## config.mk

```make
export PLATFORM = sky130hd
export DESIGN_NAME = array_doubly_linked_list
export DESIGN_NICKNAME = d
export VERILOG_FILES = /design/src/hw/rtl/adl_pkg.sv /design/src/hw/rtl/adl_ctrl.sv /design/src/hw/rtl/adl_datapath.sv /design/src/hw/rtl/array_doubly_linked_list.sv
export SDC_FILE = /design/constraint.sdc
export NUM_CORES = 2
export LEC_CHECK = 0
export BUFFER_PORTS_ARGS = -buffer_cell sky130_fd_sc_hd__buf_2
export CAP_MARGIN = 10
export CORE_MARGIN = 3
export CORE_UTILIZATION = 40
export CTS_CLUSTER_DIAMETER = 120
export DETAILED_ROUTE_END_ITERATION = 10
export GPL_TIMING_DRIVEN = 0
export PLACE_DENSITY = 0.52
export RECOVER_POWER = 100
export SLEW_MARGIN = 25
export SYNTH_ARGS = -nofsm -noshare
export SYNTH_HDL_FRONTEND = slang
export SYNTH_SLANG_ARGS = --single-unit
```

## constraint.sdc

```tcl
create_clock -name clk -period 10.16 [get_ports clk]
set_clock_uncertainty 0.05 [all_clocks]
set_input_delay 1.016 -clock clk [delete_from_list [all_inputs] [get_ports clk]]
set_output_delay 1.016 -clock clk [all_outputs]
set_load 0.005 [all_outputs]
```

## src/hw/rtl/adl_pkg.sv

```systemverilog
package adl_pkg;

    // Sizes of the slot store
    localparam int CAPACITY   = 64;
    localparam int DATA_WIDTH = 32;
    localparam int SLOT_W     = $clog2(CAPACITY);
    localparam int LINK_W     = SLOT_W + 1;
    localparam int COUNT_W    = $clog2(CAPACITY + 1);

    // Port field widths
    localparam int OP_W     = 2;
    localparam int IN_SLOT_W = 6;
    localparam int IN_DATA_W = 32;
    localparam int STATUS_W = 2;
    localparam int OUT_W    = 7;
    localparam int OUT_DATA_W = 32;

    typedef logic [SLOT_W-1:0]     slot_t;
    typedef logic [LINK_W-1:0]     link_t;
    typedef logic [COUNT_W-1:0]    count_t;
    typedef logic [DATA_WIDTH-1:0] word_t;
    typedef logic [OP_W-1:0]       op_t;
    typedef logic [STATUS_W-1:0]   status_t;

    // Opcodes
    localparam op_t OP_INSERT = 2'd0;
    localparam op_t OP_REMOVE = 2'd1;
    localparam op_t OP_READ   = 2'd2;

    // Status codes
    localparam status_t ST_OK       = 2'd0;
    localparam status_t ST_FULL     = 2'd1;
    localparam status_t ST_NOT_USED = 2'd2;

    // Link value for "no slot"
    localparam link_t LINK_NIL = '1;

    // Controller to datapath
    typedef struct packed {
        logic capture;
        logic update;
        logic link;
        logic respond;
    } cmd_t;

    // Datapath to controller
    typedef struct packed {
        logic needs_link;
        logic out_free;
    } stat_t;

    // A link names a slot when its sign bit is clear
    function automatic logic link_valid(input link_t l);
        return !l[LINK_W-1];
    endfunction

    // Free chain order after reset: slot i points to i+1, the last slot to nil
    function automatic link_t reset_link(input slot_t s);
        int nxt;
        nxt = int'(s) + 1;
        return (nxt < CAPACITY) ? link_t'(nxt) : LINK_NIL;
    endfunction

endpackage

```

## src/hw/rtl/adl_ctrl.sv

```systemverilog
module adl_ctrl
(
    input  logic           clk,
    input  logic           rst_n,
    input  logic           in_valid,
    output logic           in_stall,
    input  adl_pkg::stat_t stat,
    output adl_pkg::cmd_t  cmd
);

    typedef enum logic [1:0]
    {
        S_IDLE,
        S_UPDATE,
        S_LINK,
        S_RESP
    } state_t;

    state_t state_reg;
    state_t state_next;

    // Take a new item only when no operation is in flight
    assign in_stall = (state_reg != S_IDLE);

    // Issue datapath commands from the current state
    always_comb
    begin
        cmd.capture = (state_reg == S_IDLE) && in_valid;
        cmd.update  = (state_reg == S_UPDATE);
        cmd.link    = (state_reg == S_LINK);
        cmd.respond = (state_reg == S_RESP) && stat.out_free;
    end

    // Advance through read, update, second link write (insert and remove) and result
    always_comb
    begin
        state_next = state_reg;
        case (state_reg)
            S_IDLE:
            begin
                if (in_valid)
                begin
                    state_next = S_UPDATE;
                end
            end
            S_UPDATE:
            begin
                state_next = stat.needs_link ? S_LINK : S_RESP;
            end
            S_LINK:
            begin
                state_next = S_RESP;
            end
            S_RESP:
            begin
                if (stat.out_free)
                begin
                    state_next = S_IDLE;
                end
            end
            default:
            begin
                state_next = S_IDLE;
            end
        endcase
    end

    always_ff @(posedge clk or negedge rst_n)
    begin
        if (!rst_n)
        begin
            state_reg <= S_IDLE;
        end
        else
        begin
            state_reg <= state_next;
        end
    end

endmodule

```

## src/hw/rtl/adl_datapath.sv

```systemverilog
module adl_datapath
(
    input  logic                              clk,
    input  logic                              rst_n,
    input  adl_pkg::cmd_t                     cmd,
    output adl_pkg::stat_t                    stat,
    input  logic [adl_pkg::OP_W-1:0]          opcode,
    input  logic [adl_pkg::IN_SLOT_W-1:0]     slot,
    input  logic [adl_pkg::IN_DATA_W-1:0]     item_data,
    output logic                              out_valid,
    input  logic                              out_stall,
    output logic [adl_pkg::STATUS_W-1:0]      status,
    output logic signed [adl_pkg::OUT_W-1:0]  slot_out,
    output logic [adl_pkg::OUT_DATA_W-1:0]    data_out,
    output logic signed [adl_pkg::OUT_W-1:0]  next_out,
    output logic signed [adl_pkg::OUT_W-1:0]  prev_out,
    output logic signed [adl_pkg::OUT_W-1:0]  first_out,
    output logic signed [adl_pkg::OUT_W-1:0]  last_out,
    output logic [adl_pkg::OUT_W-1:0]         count_out
);

    // Link and data memories
    adl_pkg::link_t nl_mem [adl_pkg::CAPACITY];
    adl_pkg::link_t pl_mem [adl_pkg::CAPACITY];
    adl_pkg::word_t dat_mem [adl_pkg::CAPACITY];

    // Next-link entries written since reset; others read as the reset chain
    logic [adl_pkg::CAPACITY-1:0] nl_init_reg;
    logic [adl_pkg::CAPACITY-1:0] in_use_reg;

    // Registered read data
    adl_pkg::link_t nl_q;
    logic           nl_q_init;
    adl_pkg::link_t pl_q;
    adl_pkg::word_t dat_q;
    adl_pkg::link_t nl_rd;

    // Captured item
    adl_pkg::op_t   op_reg;
    adl_pkg::slot_t slot_reg;
    adl_pkg::word_t data_reg;
    adl_pkg::slot_t rd_addr;

    // List state
    adl_pkg::link_t  head_reg;
    adl_pkg::link_t  tail_reg;
    adl_pkg::link_t  free_head_reg;
    adl_pkg::count_t count_reg;

    // Per-item results
    adl_pkg::status_t res_status_reg;
    adl_pkg::link_t   res_slot_reg;
    adl_pkg::word_t   res_data_reg;
    adl_pkg::link_t   res_next_reg;
    adl_pkg::link_t   res_prev_reg;

    // Output register
    logic out_valid_reg;

    logic           op_ok;
    adl_pkg::link_t slot_link;
    logic           nl_we;
    adl_pkg::slot_t nl_wa;
    adl_pkg::link_t nl_wd;
    logic           pl_we;
    adl_pkg::slot_t pl_wa;
    adl_pkg::link_t pl_wd;
    logic           dat_we;

    assign slot_link = adl_pkg::link_t'(slot_reg);
    assign nl_rd     = nl_q_init ? nl_q : adl_pkg::reset_link(slot_reg);

    // Insert reads at the free head, remove and read at the given slot
    assign rd_addr = (opcode == adl_pkg::OP_INSERT) ?
                     free_head_reg[adl_pkg::SLOT_W-1:0] : adl_pkg::slot_t'(slot);

    // Decide whether the operation proceeds
    always_comb
    begin
        case (op_reg)
            adl_pkg::OP_INSERT: op_ok = adl_pkg::link_valid(free_head_reg);
            adl_pkg::OP_REMOVE: op_ok = in_use_reg[slot_reg];
            adl_pkg::OP_READ:   op_ok = in_use_reg[slot_reg];
            default:            op_ok = 1'b1;
        endcase
    end

    assign stat.needs_link = op_ok &&
                             (op_reg == adl_pkg::OP_INSERT || op_reg == adl_pkg::OP_REMOVE);
    assign stat.out_free   = !out_valid_reg || !out_stall;

    // Write ports: neighbor links on update, plus own prev link and data on insert; own next link on link step
    always_comb
    begin
        nl_we  = 1'b0;
        nl_wa  = slot_reg;
        nl_wd  = adl_pkg::LINK_NIL;
        pl_we  = 1'b0;
        pl_wa  = slot_reg;
        pl_wd  = tail_reg;
        dat_we = 1'b0;
        if (cmd.update && op_ok && op_reg == adl_pkg::OP_INSERT)
        begin
            nl_we  = adl_pkg::link_valid(tail_reg);
            nl_wa  = tail_reg[adl_pkg::SLOT_W-1:0];
            nl_wd  = slot_link;
            pl_we  = 1'b1;
            dat_we = 1'b1;
        end
        else if (cmd.update && op_ok && op_reg == adl_pkg::OP_REMOVE)
        begin
            nl_we = adl_pkg::link_valid(pl_q);
            nl_wa = pl_q[adl_pkg::SLOT_W-1:0];
            nl_wd = nl_rd;
            pl_we = adl_pkg::link_valid(nl_rd);
            pl_wa = nl_rd[adl_pkg::SLOT_W-1:0];
            pl_wd = pl_q;
        end
        else if (cmd.link && op_reg == adl_pkg::OP_INSERT)
        begin
            nl_we = 1'b1;
            nl_wd = adl_pkg::LINK_NIL;
        end
        else if (cmd.link && op_reg == adl_pkg::OP_REMOVE)
        begin
            nl_we = 1'b1;
            nl_wd = free_head_reg;
        end
    end

    // Memories: one write and one registered read per cycle
    always_ff @(posedge clk)
    begin
        if (nl_we)
        begin
            nl_mem[nl_wa] <= nl_wd;
        end
        if (pl_we)
        begin
            pl_mem[pl_wa] <= pl_wd;
        end
        if (dat_we)
        begin
            dat_mem[slot_reg] <= data_reg;
        end
        if (cmd.capture)
        begin
            nl_q  <= nl_mem[rd_addr];
            pl_q  <= pl_mem[rd_addr];
            dat_q <= dat_mem[rd_addr];
        end
    end

    // Written marks for next links and in-use flags
    always_ff @(posedge clk or negedge rst_n)
    begin
        if (!rst_n)
        begin
            nl_init_reg <= '0;
            nl_q_init   <= 1'b0;
            in_use_reg  <= '0;
        end
        else
        begin
            if (nl_we)
            begin
                nl_init_reg[nl_wa] <= 1'b1;
            end
            if (cmd.capture)
            begin
                nl_q_init <= nl_init_reg[rd_addr];
            end
            if (cmd.update && op_ok && op_reg == adl_pkg::OP_INSERT)
            begin
                in_use_reg[slot_reg] <= 1'b1;
            end
            else if (cmd.update && op_ok && op_reg == adl_pkg::OP_REMOVE)
            begin
                in_use_reg[slot_reg] <= 1'b0;
            end
        end
    end

    // Capture the item and form the results
    always_ff @(posedge clk)
    begin
        if (cmd.capture)
        begin
            op_reg   <= opcode;
            slot_reg <= rd_addr;
            data_reg <= adl_pkg::word_t'(item_data);
        end
        if (cmd.update)
        begin
            res_status_reg <= adl_pkg::ST_OK;
            res_slot_reg   <= adl_pkg::LINK_NIL;
            res_data_reg   <= '0;
            res_next_reg   <= adl_pkg::LINK_NIL;
            res_prev_reg   <= adl_pkg::LINK_NIL;
            if (!op_ok)
            begin
                res_status_reg <= (op_reg == adl_pkg::OP_INSERT) ?
                                  adl_pkg::ST_FULL : adl_pkg::ST_NOT_USED;
            end
            else if (op_reg == adl_pkg::OP_INSERT)
            begin
                res_slot_reg <= slot_link;
            end
            else if (op_reg == adl_pkg::OP_READ)
            begin
                res_data_reg <= dat_q;
                res_next_reg <= nl_rd;
                res_prev_reg <= pl_q;
            end
        end
    end

    // List head, tail, free head and count
    always_ff @(posedge clk or negedge rst_n)
    begin
        if (!rst_n)
        begin
            head_reg      <= adl_pkg::LINK_NIL;
            tail_reg      <= adl_pkg::LINK_NIL;
            free_head_reg <= '0;
            count_reg     <= '0;
        end
        else if (cmd.update && op_ok && op_reg == adl_pkg::OP_INSERT)
        begin
            free_head_reg <= nl_rd;
            tail_reg      <= slot_link;
            count_reg     <= count_reg + adl_pkg::count_t'(1);
            if (!adl_pkg::link_valid(tail_reg))
            begin
                head_reg <= slot_link;
            end
        end
        else if (cmd.update && op_ok && op_reg == adl_pkg::OP_REMOVE)
        begin
            count_reg <= count_reg - adl_pkg::count_t'(1);
            if (!adl_pkg::link_valid(pl_q))
            begin
                head_reg <= nl_rd;
            end
            if (!adl_pkg::link_valid(nl_rd))
            begin
                tail_reg <= pl_q;
            end
        end
        else if (cmd.link && op_reg == adl_pkg::OP_REMOVE)
        begin
            free_head_reg <= slot_link;
        end
    end

    // Output valid: set on load, drop after transfer
    always_ff @(posedge clk or negedge rst_n)
    begin
        if (!rst_n)
        begin
            out_valid_reg <= 1'b0;
        end
        else if (cmd.respond)
        begin
            out_valid_reg <= 1'b1;
        end
        else if (!out_stall)
        begin
            out_valid_reg <= 1'b0;
        end
    end

    // Output payload
    always_ff @(posedge clk)
    begin
        if (cmd.respond)
        begin
            status    <= res_status_reg;
            slot_out  <= adl_pkg::OUT_W'(res_slot_reg);
            data_out  <= adl_pkg::OUT_DATA_W'(res_data_reg);
            next_out  <= adl_pkg::OUT_W'(res_next_reg);
            prev_out  <= adl_pkg::OUT_W'(res_prev_reg);
            first_out <= adl_pkg::OUT_W'(head_reg);
            last_out  <= adl_pkg::OUT_W'(tail_reg);
            count_out <= adl_pkg::OUT_W'(count_reg);
        end
    end

    assign out_valid = out_valid_reg;

endmodule

```

## src/hw/rtl/array_doubly_linked_list.sv

```systemverilog
// Insert and remove pass through the update, link and result states after the
// input transfer; read, full, not-in-use and unknown operations skip the link
// state. A new item waits until the last result is loaded for output; the link
// state is needed by the single write port of the next-link memory, which an
// insert or remove uses twice. Reset (rst_n, async, active low): list empty,
// free chain 0..63 in order, available at once after reset, no clearing pass.
module array_doubly_linked_list
(
    input  logic                              clk,
    input  logic                              rst_n,
    input  logic                              in_valid,
    output logic                              in_stall,
    input  logic [adl_pkg::OP_W-1:0]          opcode,
    input  logic [adl_pkg::IN_SLOT_W-1:0]     slot,
    input  logic [adl_pkg::IN_DATA_W-1:0]     item_data,
    output logic                              out_valid,
    input  logic                              out_stall,
    output logic [adl_pkg::STATUS_W-1:0]      status,
    output logic signed [adl_pkg::OUT_W-1:0]  slot_out,
    output logic [adl_pkg::OUT_DATA_W-1:0]    data_out,
    output logic signed [adl_pkg::OUT_W-1:0]  next_out,
    output logic signed [adl_pkg::OUT_W-1:0]  prev_out,
    output logic signed [adl_pkg::OUT_W-1:0]  first_out,
    output logic signed [adl_pkg::OUT_W-1:0]  last_out,
    output logic [adl_pkg::OUT_W-1:0]         count_out
);

    adl_pkg::cmd_t  cmd;
    adl_pkg::stat_t stat;

    adl_ctrl u_ctrl
    (
        .clk      (clk),
        .rst_n    (rst_n),
        .in_valid (in_valid),
        .in_stall (in_stall),
        .stat     (stat),
        .cmd      (cmd)
    );

    adl_datapath u_datapath
    (
        .clk       (clk),
        .rst_n     (rst_n),
        .cmd       (cmd),
        .stat      (stat),
        .opcode    (opcode),
        .slot      (slot),
        .item_data (item_data),
        .out_valid (out_valid),
        .out_stall (out_stall),
        .status    (status),
        .slot_out  (slot_out),
        .data_out  (data_out),
        .next_out  (next_out),
        .prev_out  (prev_out),
        .first_out (first_out),
        .last_out  (last_out),
        .count_out (count_out)
    );

endmodule

```

Yosys cells after proc, flatten, opt, wreduce, memory -nomap -nowiden. Memory sizes are Yosys's and may differ from the RTL's. A register that Yosys moved wholly into a read port is not among the register bits. Index checks and enable logic that the tools add are counted. Widths: inputs -> output; s select.

Word-level logic and storage cells: 144. Input bits: 44. Output and inout port bits: 78. Memory bits (read-only): 0. Bits in latches: 0. RAM bits: 2944. Memories kept: 3. Flip-flop bits (word level): 331.

Reductions and logical operators: 33. Shift operators: 0. Order comparisons: 6. Equality and inequality tests: 10. Div/mod/pow operators: 0. Bitwise operators: 6. Multipliers: 0. Multiplexer cells: 57. Add/subtract/negate cells: 3.

Memories: u_datapath.dat_mem (words 64, width 32, read ports 1, clocked after Yosys merged registers in 1, write ports 1, RTL line adl_datapath.sv:25) `adl_pkg::word_t dat_mem [adl_pkg::CAPACITY];`; u_datapath.nl_mem (words 64, width 7, read ports 1, clocked after Yosys merged registers in 1, write ports 1, RTL line adl_datapath.sv:23) `adl_pkg::link_t nl_mem [adl_pkg::CAPACITY];`; u_datapath.pl_mem (words 64, width 7, read ports 1, clocked after Yosys merged registers in 1, write ports 1, RTL line adl_datapath.sv:24) `adl_pkg::link_t pl_mem [adl_pkg::CAPACITY];`.

Operator list (count): $mux 7 (21); $mux 64 (2); $or 64x64->64 (2); $and 64x64->64 (1); $not 64->64 (1); $lt 32x8->1 const B (1); $mux 6 (5); $lt 6x7->1 const B (3); $mux 1 (20); $bmux 1 s6 (2); $demux 1 s6 (2); $ge 6x1->1 const B (2); $logic_and 1x1->1 (10); $reduce_bool 2->1 (5); $pmux 2 s4 (1); $reduce_and 2->1 (4); $add 6x1->7 const B (1); $add 7x1->7 const B (1); $sub 7x1->7 const B (1); $eq 2x2->1 const B (3); $logic_not 1->1 (6); $logic_not 2->1 (3); $mux 2 (3); $ne 2x1->1 const B (3); other kinds (8) (12).

Longest topological paths before layout.
Depth after elaboration: 12. Depth in mapped cells: 23. Mapped depth without buffers: 15.

Hierarchy. A second synthesis with hierarchy kept.

Cell total of the unflattened synthesis: 10351. Area total of the unflattened synthesis: 132827.4 sq um.

Modules (own cells, without submodules): adl_datapath (instances 1, cells an instance 10331, seq. area each 98892.3 sq um, area each 132624.7 sq um); adl_ctrl (instances 1, cells an instance 20, seq. area each 50.0 sq um, area each 202.7 sq um).

Worst setup path before layout. No wires, ideal clock.

Kind: input-to-reg. Start point: input port out_stall. End point: register u_datapath.count_out[0] (netlist bit), enable pin. Path slack: 2940 ps. Path buffers: 0. Arrival: 6544 ps. Cell stages on the path: 1. Required time: 9485 ps. Library setup time: 625 ps. Cell sequence: a21boi_0.

Cells in the longest elaborated chain, start to end: 3.

Ends and longest elaborated chain: from (decl) (RTL line array_doubly_linked_list.sv:17) `input logic out_stall,`; $logic_not 1->1 (RTL line adl_datapath.sv:90) `assign stat.out_free = !out_valid_reg || !out_stall;`; $logic_or 1x1->1 (RTL line adl_datapath.sv:90); $logic_and 1x1->1 (RTL line adl_ctrl.sv:31) `cmd.respond = (state_reg == S_RESP) && stat.out_free;`; to (signal assigned) (RTL line adl_datapath.sv:285) `count_out <= adl_pkg::OUT_W'(count_reg);`; to (decl) (RTL line adl_datapath.sv:19) `output logic [adl_pkg::OUT_W-1:0] count_out`.

No other way between the ends. A chain may end at the register's enable or synchronous reset.

Worst setup path in the final report.
Start point: register u_datapath.free_head_reg[0]. End point: register u_datapath.pl_q[2], read port of u_datapath.pl_mem (data pin).

Cells in the longest elaborated chain, start to end: 1.

Ends and longest elaborated chain: from (decl) (RTL line adl_datapath.sv:47) `adl_pkg::link_t free_head_reg;`; from (signal assigned) (RTL line adl_datapath.sv:230) `free_head_reg <= nl_rd;`; from (signal assigned) (RTL line adl_datapath.sv:252) `free_head_reg <= slot_link;`; $mux 6 (RTL line adl_datapath.sv:74) `assign rd_addr = (opcode == adl_pkg::OP_INSERT) ?`; to (decl) (RTL line adl_datapath.sv:34) `adl_pkg::link_t pl_q;`.

No other way between the ends.

==> impl_metrics.csv <==
group,metric,value,unit
cells_and_area,synthToLayoutAreaGrowth,16.7,%
clock_tree,ctsResizeCount,0,
yosys,synth_seq_cells,3321,
clock_tree,clkTransAtPathRegs,0.06,ns
yosys,synth-seq-area-share,74.4,%
floorplanning,num_rows,211,
yosys,synth_top_family_by_area,"simple AND/OR/NAND/NOR gates",
cells_and_area,fin_nets,11300,
yosys,yosys-mux-area-fraction,0.362,%
yosys,ys_top_cells_by_count,"3161 x edfxtp_1, 3084 x nand2_1, 1505 x nand3_1",
cells_and_area,instances_no_fill,15900,
yosys,synthArstFlopShare,4.82,%
clock_tree,ctsLongestPathBuffers,4,
min_path,hold_path_class,"primary input to flop",
min_path,hold-path-endpoint,"u_datapath.data_reg[28]$_DFFE_PP_",
yosys,yosys.area.top_type_share,71.4,%
sta,rsz0062_at_grt,"no",
pwr,irDropWorstVdd,0.000139,V
sta,timing.final.crit_period,8.84,ns
min_path,hold_path_depth,1,
route,drt_iter0_drc,11700,
worst_setup_path,arrival,9.44,ns
yosys,syn_area_per_cell,12.8,sq um
yosys,ys.warnings.count,0,
sta,maxClockFrequency,113,MHz
status,violations,"max-capacitance violations, max-slew violations",
floorplanning,coreArea,331000,sq um
yosys,ys.flop_type,"edfxtp_1",
route,wl,508000,um
sta,slew_violations,550,
floorplanning,start_util,40.2,%
worst_setup_path,cp_max_fo,10,
route,firstDrtPassIters,6,
floorplanning,ios,122,
cells_and_area,nFillCells,29700,
yosys,synth_simple_gate_area_share,16.8,%
placed_design,placed_cells,15200,
floorplanning,die_h,583,um
clock_tree,clock_sinks,3321,
worst_setup_path,criticalPathCategory,"flop to flop",
yosys,yosys.area_share.adder,0.156,%
worst_setup_path,rr_startpoint,"u_datapath.free_head_reg[0]$_DFFE_PN0P_",
pwr,p_leak,52.3,nW
run,cap_violations,31,
sta,fin_crit_sh,87.1,%
cells_and_area,drive_gt1_share,8.16,%
global_route,antenna_found_initial,33,
worst_setup_path,cp-end-kind,"flop",
worst_setup_path,worst-r2r-cell-count,15,
worst_setup_path,crit_path_start_kind,"flop",
cells_and_area,fin_util,46.9,%
global_route,grt_use_met2,46.5,%
cells_and_area,reg_top3,"u_datapath.dat_mem x2048, u_datapath.nl_mem x448, u_datapath.pl_mem x448",
route,route.vias.total,92900,
min_path,worst_hold_startpoint,"item_data[28]",
sta,hold_violations,0,
route,drt-wirelength-per-cell,32.0,um
yosys,synthCells,10400,
yosys,synth-edff-count,3161,
yosys,synth_compound_area_share,5.83,%
global_route,grt-busiest-layer,"met2",
sta,slew_headroom,-206,%
clock_tree,root_buffer,"clkbuf_16",
sta,setup_viol,0,
yosys,synthesis.nets,10500,
placed_design,pre_cts_ws,2.24,ns
sta,worst_pin_slew,4.59,ns
worst_setup_path,r2r-end,"u_datapath.pl_q[2]$_DFFE_PP_",
floorplanning,die-area,339000,sq um
worst_setup_path,cp_data_required_time,10.75,ns
clock_tree,cts_htree_levels,5,
global_route,use_met1,37.5,%
yosys,ys_types,93,
global_route,track_usage,29.3,%
global_route,use_met3,6.00,%
sta,fin_tns_setup,0,ns
placed_design,place_hpwl,378000,um
clock_tree,clock_latency,0.98,ns
cells_and_area,regMostFlops,"u_datapath.dat_mem",
floorplanning,die_x,583,um
placed_design,gp_congestion,0.972,
sta,fin_hold_ws,0.163,ns
global_route,grt_max_degree,90,
worst_setup_path,r2r_slack,1.32,ns
yosys,yosysTopAreaCell,"edfxtp_1",
clock_tree,cts_tree,"built",
global_route,grt-ovfl-total,0,
yosys,yosysMostFrequentCell,"edfxtp_1",
clock_tree,cts_buffers,362,
cells_and_area,largest_reg_flops,2048,
route,drt-vias-per-instance,5.85,
placed_design,port_buffers,121,
global_route,grt_pass1_wl,697000,um
yosys,synth_area_leaders,"edfxtp_1 71%, nand2_1 8.7%, nand3_1 5.7%",
yosys,synth_area,133000,sq um
global_route,grt_pass1_vias,88400,
status,run_status,"finished, violations left",
yosys,synth_xor_area_share,0.0461,%
pwr,power.density,237,nW/um^2
route,drtAntennaViolNets,0,
clock_tree,cts_setup_buffers,0,
sta,setup_slack,1.32,ns
route,drcViolationCount,0,
## layout by cell type, fill, tap and decap left out, types with 27 or more instances in the layout
cell       instances
a21oi_1          124
dfrtp_1          146
clkinv_2          47
a311oi_2          41
buf_2             76
clkbuf_16        367
clkinv_1          88
clkbuf_2          68
clkbuf_1         956
nand2_1         3085
a311oi_1         479
and2_0            27
buf_16            82
inv_1             55
nor2_1           160
nor2_4            43
a31oi_1           47
and3_1           193
nor3_1            62
buf_12            49
edfxtp_1        3161
o21ai_0          150
nand3_1         1507
o21bai_1          34
## metrics by stage
| stage | power (mW) | instance area (sq um) |
|---|---|---|
| 6_report | 36.7 | 155000 |
| 4_1_cts | 37.1 | 158000 |
| 5_1_grt | 37.7 | 155000 |
| 2_1_floorplan | 19.9 | 133000 |
| 3_3_place_gp | 23.7 | 139000 |
| 3_5_place_dp | 24.3 | 146000 |
## cells by family (layout without fill, tap and decap cells)
family,after synthesis,in the layout
flip-flops,3321,3321
multiplexers,41,41
AO/OA/AOI/OAI,1019,1019
adder cells (fa/ha/maj),16,16
AND/OR/NAND/NOR,5186,5186
other,0,26
buffers and inverters,810,1900
XOR/XNOR,7,7
## worst max path at each step
| stage | end | cells past startpoint | start |
|---|---|---|---|
| floorplan | u_datapath.count_out[0]$_DFFE_PP_ | 1 | out_stall |
| global placement | u_datapath.data_out[10]$_DFFE_PP_ | 2 | out_stall |
| detailed placement | u_datapath.dat_q[28]$_DFFE_PP_ | 14 | opcode[1] |
| CTS | u_datapath.dat_q[28]$_DFFE_PP_ | 13 | u_datapath.free_head_reg[0]$_DFFE_PN0P_ |
| global route | u_datapath.nl_mem[14][2]$_DFFE_PP_ | 15 | u_datapath.slot_reg[0]$_DFFE_PP_ |
| finish | u_datapath.pl_q[2]$_DFFE_PP_ | 15 | u_datapath.free_head_reg[0]$_DFFE_PN0P_ |
## worst max-delay path, stage by stage, from the launching register on
cell	delay [ns]
dfrtp_1	0.39
or3b_2	0.45
and2_0	0.14
clkbuf_1	0.36
inv_1	0.95
clkbuf_1	0.74
clkbuf_1	0.79
clkbuf_1	0.33
clkbuf_1	1.20
clkbuf_1	0.77
nand2_1	0.12
a311oi_1	0.33
a311oi_1	0.12
a311oi_1	0.76
nor3_1	0.22
a21oi_1	0.72
## area by class of cell
class	count	area, sq um	share of cell area, %
clock buffer	464	9620	6.20
timing repair buffer	432	4550	2.93
sequential	3321	98900	63.8
tap	4366	5460	3.52
clock inverter	194	1830	1.18
multi-input combinational	6269	31500	20.3
inverter	58	219	0.141
antenna	26	65.1	0.0419
buffer	752	2970	1.91
## routing by layer
| layer | share of wire (%) | routed length (um) | up-vias |
|---|---|---|---|
| met5 | 0.021 | 107 | - |
| met4 | 7.1 | 36000 | 14 |
| met3 | 9.1 | 46000 | 1063 |
| met2 | 46 | 232000 | 4603 |
| met1 | 38 | 194000 | 47300 |
| li1 | - | - | 39900 |
## what timing repair did
item / in CTS / in global routing
hold buffers: 1 / 0
setup endpoints to repair: 0 / 0
endpoints found under the hold margin: 16 / 0
## power breakdown
group          internal [mW]  switching, mW  total (mW)
sequential              16.2          0.289        16.5
clock                   7.37           5.57        12.9
combinational           1.59           5.74        7.33
total                   25.1           11.6        36.7
(Power assumes the default switching activity.)
